`src/lav_pkg.sv`:
```
// lav_pkg: shared types and constants of the look-at view matrix block.
// Used by lav_front, lav_norm, lav_back and look_at_view_matrix_top.
package lav_pkg;
    localparam int W  = 32;
    localparam int DW = 33;
    localparam int VW = 64;

    typedef logic signed [W-1:0]  t_word;
    typedef logic signed [DW-1:0] t_diff;
    typedef logic signed [VW-1:0] t_wide;

    typedef struct packed {
        t_word [2:0] eye;
        t_diff [2:0] fwd;
        t_word [2:0] up;
    } t_item;

    typedef struct packed {
        logic        done;
        logic        zero;
        t_word [2:0] vec;
    } t_norm_rsp;

    // cross product term order: o0 = a1*b2 - a2*b1, o1 = a2*b0 - a0*b2, o2 = a0*b1 - a1*b0
    function automatic logic [1:0] cross_a(input logic [2:0] k);
        logic [1:0] r;
        begin
            case (k)
                3'd0: r = 2'd1;
                3'd1: r = 2'd2;
                3'd2: r = 2'd2;
                3'd3: r = 2'd0;
                3'd4: r = 2'd0;
                default: r = 2'd1;
            endcase
            return r;
        end
    endfunction

    function automatic logic [1:0] cross_b(input logic [2:0] k);
        logic [1:0] r;
        begin
            case (k)
                3'd0: r = 2'd2;
                3'd1: r = 2'd1;
                3'd2: r = 2'd0;
                3'd3: r = 2'd2;
                3'd4: r = 2'd1;
                default: r = 2'd0;
            endcase
            return r;
        end
    endfunction
endpackage

```
`src/lav_front.sv`:
```
// lav_front: accepts commands, forms target - eye, and holds items in a two-entry queue.
// Depends on lav_pkg.
module lav_front
    import lav_pkg::*;
(
    input  logic        i_clk,
    input  logic        i_rst_n,
    input  logic        i_start,
    output logic        o_busy,
    input  t_word [2:0] i_eye,
    input  t_word [2:0] i_tgt,
    input  t_word [2:0] i_up,
    output t_item       o_item,
    output logic        o_valid,
    input  logic        i_pop
);
    t_item      r_q [2];
    logic       r_wp;
    logic       r_rp;
    logic [1:0] r_cnt;
    t_item      w_new;
    logic       w_push;

    always_comb begin
        w_new.eye = i_eye;
        w_new.up  = i_up;
        for (int i = 0; i < 3; i++) begin
            w_new.fwd[i] = $signed({i_tgt[i][W-1], i_tgt[i]}) -
                           $signed({i_eye[i][W-1], i_eye[i]});
        end
    end

    assign o_busy  = (r_cnt == 2'd2);
    assign w_push  = i_start && !o_busy;
    assign o_valid = (r_cnt != 2'd0);
    assign o_item  = r_q[r_rp];

    always_ff @(posedge i_clk) begin
        if (!i_rst_n) begin
            r_wp  <= 1'b0;
            r_rp  <= 1'b0;
            r_cnt <= 2'd0;
        end else begin
            if (w_push) begin
                r_q[r_wp] <= w_new;
                r_wp      <= !r_wp;
            end
            if (i_pop) begin
                r_rp <= !r_rp;
            end
            if (w_push && !i_pop) begin
                r_cnt <= r_cnt + 2'd1;
            end else if (!w_push && i_pop) begin
                r_cnt <= r_cnt - 2'd1;
            end
        end
    end
endmodule

```
`config.mk`:
```
export PLATFORM = sky130hd
export DESIGN_NAME = lav_front
export DESIGN_NICKNAME = d
export VERILOG_FILES = /design/src/lav_pkg.sv /design/src/lav_front.sv
export SDC_FILE = /design/constraint.sdc
export NUM_CORES = 1
export LEC_CHECK = 0
export BUFFER_PORTS_ARGS = -buffer_cell sky130_fd_sc_hd__buf_2
export CORE_MARGIN = 5
export CORE_UTILIZATION = 35
export CTS_CLUSTER_SIZE = 30
export DETAILED_ROUTE_END_ITERATION = 12
export GPL_ROUTABILITY_DRIVEN = 0
export PLACE_DENSITY_LB_ADDON = 0.25
export SKIP_LAST_GASP = 1
export SLEW_MARGIN = 20
export SYNTH_ARGS = -nofsm -noshare
export SYNTH_HDL_FRONTEND = slang
export SYNTH_SLANG_ARGS = --single-unit
```
`constraint.sdc`:
```
create_clock -name i_clk -period 23 [get_ports i_clk]
set_input_delay 5.75 -clock i_clk [delete_from_list [all_inputs] [get_ports i_clk]]
set_output_delay 5.75 -clock i_clk [all_outputs]
set_load 0.1 [all_outputs]
```
Word-level counts from Yosys, hierarchy flattened
Memories as Yosys holds them, arrays and structs flattened. A register that Yosys moved wholly into a read port is not among the register bits.
Index checks and enable logic that the tools add are counted.

storage, ports and cells
  bits in registers = 4
  memory bits (writable) = 582
  input bits = 292
  output and inout bits = 293
  word-level logic and storage cells = 27
  memories = 1

memories
  name  words  width  rd ports  clocked after memory_dff  wr ports  line             source
  r_q   2      291    1         1                         1         lav_front.sv:17  t_item r_q [2];

operators by class
  add/sub/neg operators = 5
  equality and inequality tests = 1
  mux-type cells = 7
  reductions and logical operators = 10

operators with widths
  operator                                           number
  subtractor 32 x 32 -> 33 bit                       3
  logical NOT 1 bit                                  5
  2-to-1 mux 1 bit                                   5
  2-to-1 mux 2 bit                                   2
  nonzero test 2 bit                                 2
  logical AND 1 bit                                  3
  adder 2 x 1 -> 2 bit (second input constant)       1
  equality test 2 bit (second input constant)        1
  subtractor 2 x 1 -> 2 bit (second input constant)  1

Longest topological paths before layout
Gate-level depths: netlist (run 1).

  word-level depth = 7
  depth in mapped cells = 11
  gate-level depth less buffers = 11

Least setup slack after synthesis (run 1)
OpenSTA, ideal clock, no wires.

  path kind = input to register
  start point = input i_start
  end point = memory r_q[0][0] (netlist name) (enable)
  library setup time = 948 ps
  data arrival time = 18,119 ps
  required time = 22,052 ps
  setup slack = 3,933 ps
  cell stages on the path = 3
  path buffers = 0
  cell sequence = nor2b_1 nand2_1 nor2_1

on the way
  word-level cells in the longest chain between the ends = 4

RTL lines
  what                                    line             source
  start: declaration                      lav_front.sv:8   input logic i_start,
  logical AND 1 bit                       lav_front.sv:34  assign w_push = i_start && !o_busy;
  2-to-1 mux 1 bit                        lav_front.sv:44  if (w_push) begin
  2-to-1 mux 1 bit                        lav_front.sv:39  if (!i_rst_n) begin
  2-to-1 mux 1 bit (implied by the code)  lav_front.sv:45  r_q[r_wp] <= w_new;
  end: declaration                        lav_front.sv:17

No other way between the ends.

Worst setup path in the final report (run 1)
  start point = input i_start
  end point = memory r_q[1][152] (netlist name) (enable)

on the way
  word-level cells in the longest chain between the ends = 4

RTL lines
  what                                    line             source
  logical AND 1 bit                       lav_front.sv:34
  net w_push                              lav_front.sv:22  logic w_push;
  2-to-1 mux 1 bit                        lav_front.sv:44
  2-to-1 mux 1 bit                        lav_front.sv:39
  2-to-1 mux 1 bit (implied by the code)  lav_front.sv:45

The timed path passes the listed nets, and every way through them passes these cells.

==> reports/metrics.cfg, run 1 <==
[synthesis]
syn_nets = 2144
netlist_area_um2 = 26580
synthCells = 1752
ys_seq_elements = 587
yosys_warnings = 0
ys_seq_area_share_pct = 66.13
synth_edf_count = 582
synthArstFlopShare_pct = 0
synthFlopType = edfxtp_1
ys_types = 68
avgSynthCellArea_um2 = 15.17

[worst_setup_path]
reg2reg_to = r_q[1][152]$_DFFE_PP_
crit_path_frequent_cell = buf_4
slowest_delay_ps = 850
worstSetupEndpointType = register
path_max_fanout = 68
critical_path_class = in -> reg
reg2reg_slack_ps = 18560
cp.arrival_ps = 9420
crit_chain = buf_2 > nor2b_1 > and3_4 > buf_4 > buf_4 > buf_4
cp_num_buf_inv = 4
worst_r2r_startpoint = r_cnt[0]$_SDFFE_PN0P_
cp.required_ps = 23200
cpMaxStageDelayCell = buf_4
startpoint_type = input port
r2r.worst_path.cells = 6
critical-path-top-delay-family = buffers and inverters

[hold_path]
min-delay-start = r_cnt[1]$_SDFFE_PN0P_
min_path_cells = 2
min_path_type = reg -> reg
min_to = r_cnt[1]$_SDFFE_PN0P_

[clock_network]
cts_resized = 0
root_buffer = clkbuf_16
htree_levels = 3
cts_buffer_depth = 3
cts_tree = done
insertion_delay_ps = 600
clock_sinks = 587
cts.reportedPaths.clkPinSlew_ps = 50
cts-hold-fix-buffers = 0
numCtsBuffers = 69
post-cts-setup-buffer-count = 0

[power]
peakVddDrop_v = 0.00008062
p_leak_nw = 12.79
p_per_area_nw_per_um2 = 98.15

[detailed_routing]
vias_per_cell = 4.889
totalWireLength_um = 69840
routedWlPerCell_um = 20.47
vias = 16681
first_pass_iters = 6
drc = 0
ant_nets = 0
drt_iter0_markers = 1044

[floorplanning]
start_util_pct = 35.17
core-area_um2 = 75570
die_w_um = 285.6
row_count = 101
fp.dieH_um = 285.6
pin_count = 585
design.die.area_um2 = 81550

[sta]
slew_violations = 0
period_share_pct = 40.10
fin_crit_ps = 9223
maxSlewHeadroom_pct = 23.64
skew_ps = 25.72
worst_pin_slew_ps = 1145
setup_violations = 0
tns_ps = 0
rsz0062_at_grt = false
max_freq_mhz = 108.4
final-hold-violation-count = 0

[global_routing]
grt_pass1_vias = 17529
gr-total-overflow = 0
grt_max_degree = 159
grt_pass1_wl_um = 103400
antenna_found_initial = 22
grt_use_total_pct = 16.29

[finish]
final_area_um2 = 32800
area_growth_pct = 23.41
multiInputGateArea_um2 = 8338
nNetsFinal = 2758
drive_above_1_share_pct = 41.47
fillerInstances = 7030
regArea_um2 = 17580

[placement]
numPortBuffers = 584
dp_hpwl_um = 51080
place_area_um2 = 30630

[flow_run]
cap_violations = 0

[outcome]
status = finished, final reports clean

-- per-layer routing --
| metal | GRT usage, % | routed length (µm) | up-vias |
|---|---|---|---|
| met5 | 0 | 74 | - |
| met4 | 5.419 | 1727 | 12 |
| met3 | 5.498 | 6134 | 115 |
| met2 | 27.71 | 34150 | 522 |
| met1 | 19.49 | 27750 | 8142 |
| li1 | - | - | 7890 |
-- kinds of logic (layout without fill, tap and decap cells) --
kind of cell	after synthesis	after routing	synth area share, %
xor+xnor	84	84	2.768
other cells	0	18	0
mux	292	292	12.37
simple gates	227	227	4.298
buf+inv	175	839	2.542
fa+ha+maj	100	100	4.792
flops	587	587	66.13
compound gates	287	287	7.095
-- cells in the final DEF (no fill, tap or decap), types with 5 or more instances in the layout --
| master | n |
|---|---|
| nand4_1 | 12 |
| ha_1 | 97 |
| and2_1 | 8 |
| nand3_1 | 19 |
| buf_2 | 584 |
| edfxtp_1 | 582 |
| clkinv_2 | 9 |
| nand2b_1 | 10 |
| a21oi_1 | 94 |
| a211oi_1 | 6 |
| xnor2_1 | 49 |
| inv_1 | 125 |
| o31ai_1 | 10 |
| clkbuf_16 | 69 |
| clkinv_1 | 12 |
| a21o_1 | 42 |
| nand2_1 | 67 |
| buf_4 | 7 |
| diode_2 | 18 |
| o21ai_0 | 54 |
| a31oi_1 | 11 |
| o21a_1 | 16 |
| xor2_1 | 35 |
| nor2b_1 | 19 |
| clkbuf_1 | 17 |
| mux2_2 | 292 |
| nor2_1 | 45 |
| o21bai_1 | 8 |
| nor3_1 | 12 |
| and3_1 | 5 |
-- cell usage after synthesis, types with 11 or more instances --
| master | number | area, µm² |
|---|---|---|
| nand2_1 | 67 | 251.5 |
| o21ai_0 | 54 | 270.3 |
| mux2_2 | 292 | 3288 |
| a21oi_1 | 94 | 470.5 |
| nand4_1 | 12 | 75.07 |
| xnor2_1 | 49 | 429.2 |
| inv_1 | 125 | 469.2 |
| nor3_1 | 12 | 60.06 |
| nand3_1 | 19 | 95.09 |
| a21o_1 | 42 | 315.3 |
| nor2b_1 | 19 | 118.9 |
| ha_1 | 97 | 1214 |
| o21a_1 | 16 | 120.1 |
| edfxtp_1 | 582 | 17480 |
| xor2_1 | 35 | 306.5 |
| clkbuf_1 | 43 | 161.4 |
| a31oi_1 | 11 | 68.82 |
| nor2_1 | 46 | 172.7 |
-- sequential cells by signal (all words and copies together) (netlist names), named ones only --
register / flops
r_rp: 1
r_cnt: 2
r_q: 582
r_wp: 1
-- final cells by class --
cell class | count | area share (%)
Sequential cell | 587 | 53.60
Multi-Input combinational cell | 990 | 25.42
Timing Repair Buffer | 593 | 9.193
Clock buffer | 88 | 5.543
Tap cell | 978 | 3.731
Inverter | 125 | 1.430
Clock inverter | 33 | 0.9460
Antenna cell | 18 | 0.1373
-- how the worst max path moves through the flow --
stage / endpoint / start / cells past startpoint / slack (ps)
2_1_floorplan: r_q[0][0]$_DFFE_PP_ / i_start / 3 / 3930
3_3_place_gp: r_q[1][159]$_DFFE_PP_ / i_start / 6 / 13170
3_5_place_dp: r_q[1][253]$_DFFE_PP_ / i_start / 6 / 13080
4_1_cts: o_item[147] / register / 3 / 13680
5_1_grt: r_q[1][151]$_DFFE_PP_ / i_start / 6 / 13510
6_report: r_q[1][152]$_DFFE_PP_ / i_start / 6 / 13780
-- stage by stage --
| stage | util [%] | total power, W | instances | setup slack [ps] | hold slack (ps) |
|---|---|---|---|---|---|
| after floorplan | - | 0.002073 | 1752 | 3933 | 467.8 |
| after global placement | 40.53 | 0.002215 | 3273 | 13170 | 489.9 |
| after detailed placement | 40.53 | 0.002225 | 3273 | 13080 | 506.5 |
| after CTS | 43.34 | 0.003268 | 3394 | 13680 | 514.1 |
| after global routing | 43.37 | 0.003353 | 3403 | 13510 | 540.7 |
| final | 43.40 | 0.003219 | 3412 | 13780 | 523.1 |
-- worst register-to-register path, delay by kind of cell, from the launching register on --
kind,cells,cell delay [ps]
buffers and inverters,3,2580
flip-flops,1,390
AND/OR/NAND/NOR,3,1000
-- where the power goes --
part	switching, W	internal, W	total, W
registers	0.0000203	0.00128	0.00130
logic	0.000701	0.000190	0.000892
clock network	0.000426	0.000597	0.00102
(Power assumes the default switching activity.)
==> run 2: changes to the inputs <==
- clock period: 23 -> 7.8 ns (I/O delays scaled with it)
==> run 2 against run 1 <==
  * Sequential share of layout area shrank 0.22 points
  * Clock skew shrank 3.7 ps
  * Via count shrank 0.10%
  * Setup slack lost 10000 ps
  * Register-to-register slack lost 14000 ps
  * Die area is the same
  * Critical endpoint is now o_item[199]
  * Routed wire length is essentially flat
==> reports/metrics.cfg, run 2 (synthesized netlist as in run 1, its figures left out) <==
[hold_path]
min_path_type = reg -> reg

[detailed_routing]
ant_nets = 0  ; unchanged
first_pass_iters = 6  ; unchanged
routedWlPerCell_um = 20.50  ; +0.18%
drt_iter0_markers = 1100  ; +5.4%
totalWireLength_um = 69840  ; about the same
vias_per_cell = 4.893  ; about the same
drc = 0  ; unchanged
vias = 16664  ; -0.10%

[sta]
setup_violations = 0  ; unchanged
whs_ps = 508.0  ; -15.11 ps
final-hold-violation-count = 0  ; unchanged
period_share_pct = 57.77
worst_pin_slew_ps = 1113  ; -32.36 ps
max_freq_mhz = 221.9
skew_ps = 22.02  ; -3.702 ps
tns_ps = 0  ; unchanged
fin_crit_ps = 4506
rsz0062_at_grt = false
maxSlewHeadroom_pct = 25.80  ; +2.2 points
slew_violations = 0  ; unchanged

[worst_setup_path]
cp.required_ps = 5850  ; -17350 ps
startpoint_type = register
worstSetupEndpointType = output port
path_max_fanout = 144  ; +110%
crit_chain = buf_12 > mux2_2 > buf_2
slowest_delay_ps = 450  ; -400 ps
cp.arrival_ps = 2560  ; -6860 ps
cp_num_buf_inv = 2  ; -2
critical-path-top-delay-family = buffers and inverters
critical_path_class = reg -> out
cpMaxStageDelayCell = buf_12

[floorplanning]
design.die.area_um2 = 81550  ; unchanged
pin_count = 585  ; unchanged
core-area_um2 = 75570  ; unchanged
row_count = 101  ; unchanged
fp.dieH_um = 285.6  ; unchanged
die_w_um = 285.6  ; unchanged
start_util_pct = 35.17  ; unchanged

[power]
peakVddDrop_v = 0.0001794  ; +120%
p_per_area_nw_per_um2 = 293.5  ; +200%
p_leak_nw = 12.86  ; +0.50%

[global_routing]
grt_max_degree = 149  ; -6.3%
grt_pass1_wl_um = 103900  ; +0.44%
grt_pass1_vias = 17283  ; -1.4%
gr-total-overflow = 0  ; unchanged
antenna_found_initial = 20  ; -9.1%
grt_use_total_pct = 16.28  ; about the same

[finish]
drive_above_1_share_pct = 41.74  ; +0.27 points
largest_register = r_q
top_regs = r_q (582), r_cnt (2)
fin_util_pct = 43.58  ; +0.18 points
area_growth_pct = 23.92
final_area_um2 = 32940  ; +0.41%
layout.cells.most_common = buf_2
largest_reg_flops = 582  ; unchanged
final_cell_mix = buf_2, edfxtp_1, mux2_2
nNetsFinal = 2754  ; -0.15%
fillerInstances = 6969  ; -0.87%

[clock_network]
htree_levels = 3  ; unchanged
cts-hold-fix-buffers = 0  ; unchanged
numCtsBuffers = 68  ; -1.4%
cts_resized = 0  ; unchanged
cts.reportedPaths.clkPinSlew_ps = 50  ; about the same
root_buffer = clkbuf_16
insertion_delay_ps = 600  ; about the same
clock_sinks = 587  ; unchanged
cts_buffer_depth = 3  ; unchanged
cts_tree = done
post-cts-setup-buffer-count = 0  ; unchanged

[placement]
place_area_um2 = 30650  ; about the same
numPortBuffers = 584  ; unchanged
dp_hpwl_um = 49350  ; -3.4%

[outcome]
status = finished, final reports clean

[flow_run]
cap_violations = 0  ; unchanged

==> run 2: changes by cell type in the layout (fill, tap and decap cells not counted), moves of 4 or more <==
| cell | delta |
|---|---|
| buf_12 | +4 |
| buf_4 | -7 |
| bufinv_16 | +4 |
| clkbuf_1 | -5 |
| clkinv_2 | +4 |
| diode_2 | -5 |
==> run 2: final timing paths <==
kind                                             from                     to  slack, ps  depth (start not counted)
worst max-delay path                         register            o_item[199]       3290                          3
worst min-delay path            r_cnt[1]$_SDFFE_PN0P_  r_cnt[1]$_SDFFE_PN0P_        510                          2
worst max register to register  r_cnt[0]$_SDFFE_PN0P_  r_q[1][147]$_DFFE_PP_       5030                          4
worst min register to register  r_cnt[1]$_SDFFE_PN0P_  r_cnt[1]$_SDFFE_PN0P_        510                          2
==> run 2: metal layers <==
layer	GRT usage (%)	vias to the layer above	wire, µm
met5	0	-	86
met4	5.054	14	1497
met3	6.375	105	6704
met2	27.17	543	33910
met1	19.50	8089	27640
li1	-	7913	-
==> run 2: power by group <==
part	internal [W]	switching [W]	leakage, nW
registers	0.00379	0.0000453	5.37
clock network	0.00189	0.00129	1.10
logic	0.000565	0.00209	6.38
==> run 2: cell type report <==
type | count | area, µm² | area share, %
antenna | 13 | 32.53 | 0.09877
clock buffer | 83 | 1799 | 5.463
clock inverter | 40 | 449.2 | 1.364
inverter | 125 | 469.2 | 1.425
multi-input combinational | 990 | 8338 | 25.32
sequential | 587 | 17580 | 53.38
tap | 978 | 1224 | 3.715
timing repair buffer | 590 | 3043 | 9.239
==> run 2: worst reg2reg max path, delay by kind of cell (launching register included) <==
| family | cells | cell delay, ps |
|---|---|---|
| and+or+nand+nor | 3 | 1070 |
| buffers and inverters | 1 | 510 |
| DFF | 1 | 390 |
==> run 2: per-stage QoR <==
stage | total power, W | setup slack [ps] | instances
2_1_floorplan | 0.006050 | 749.3 | 1752
3_3_place_gp | 0.006530 | 2913 | 3270
3_5_place_dp | 0.006561 | 2817 | 3270
4_1_cts | 0.009804 | 3294 | 3393
5_1_grt | 0.01007 | 3202 | 3400
6_report | 0.009667 | 3294 | 3406
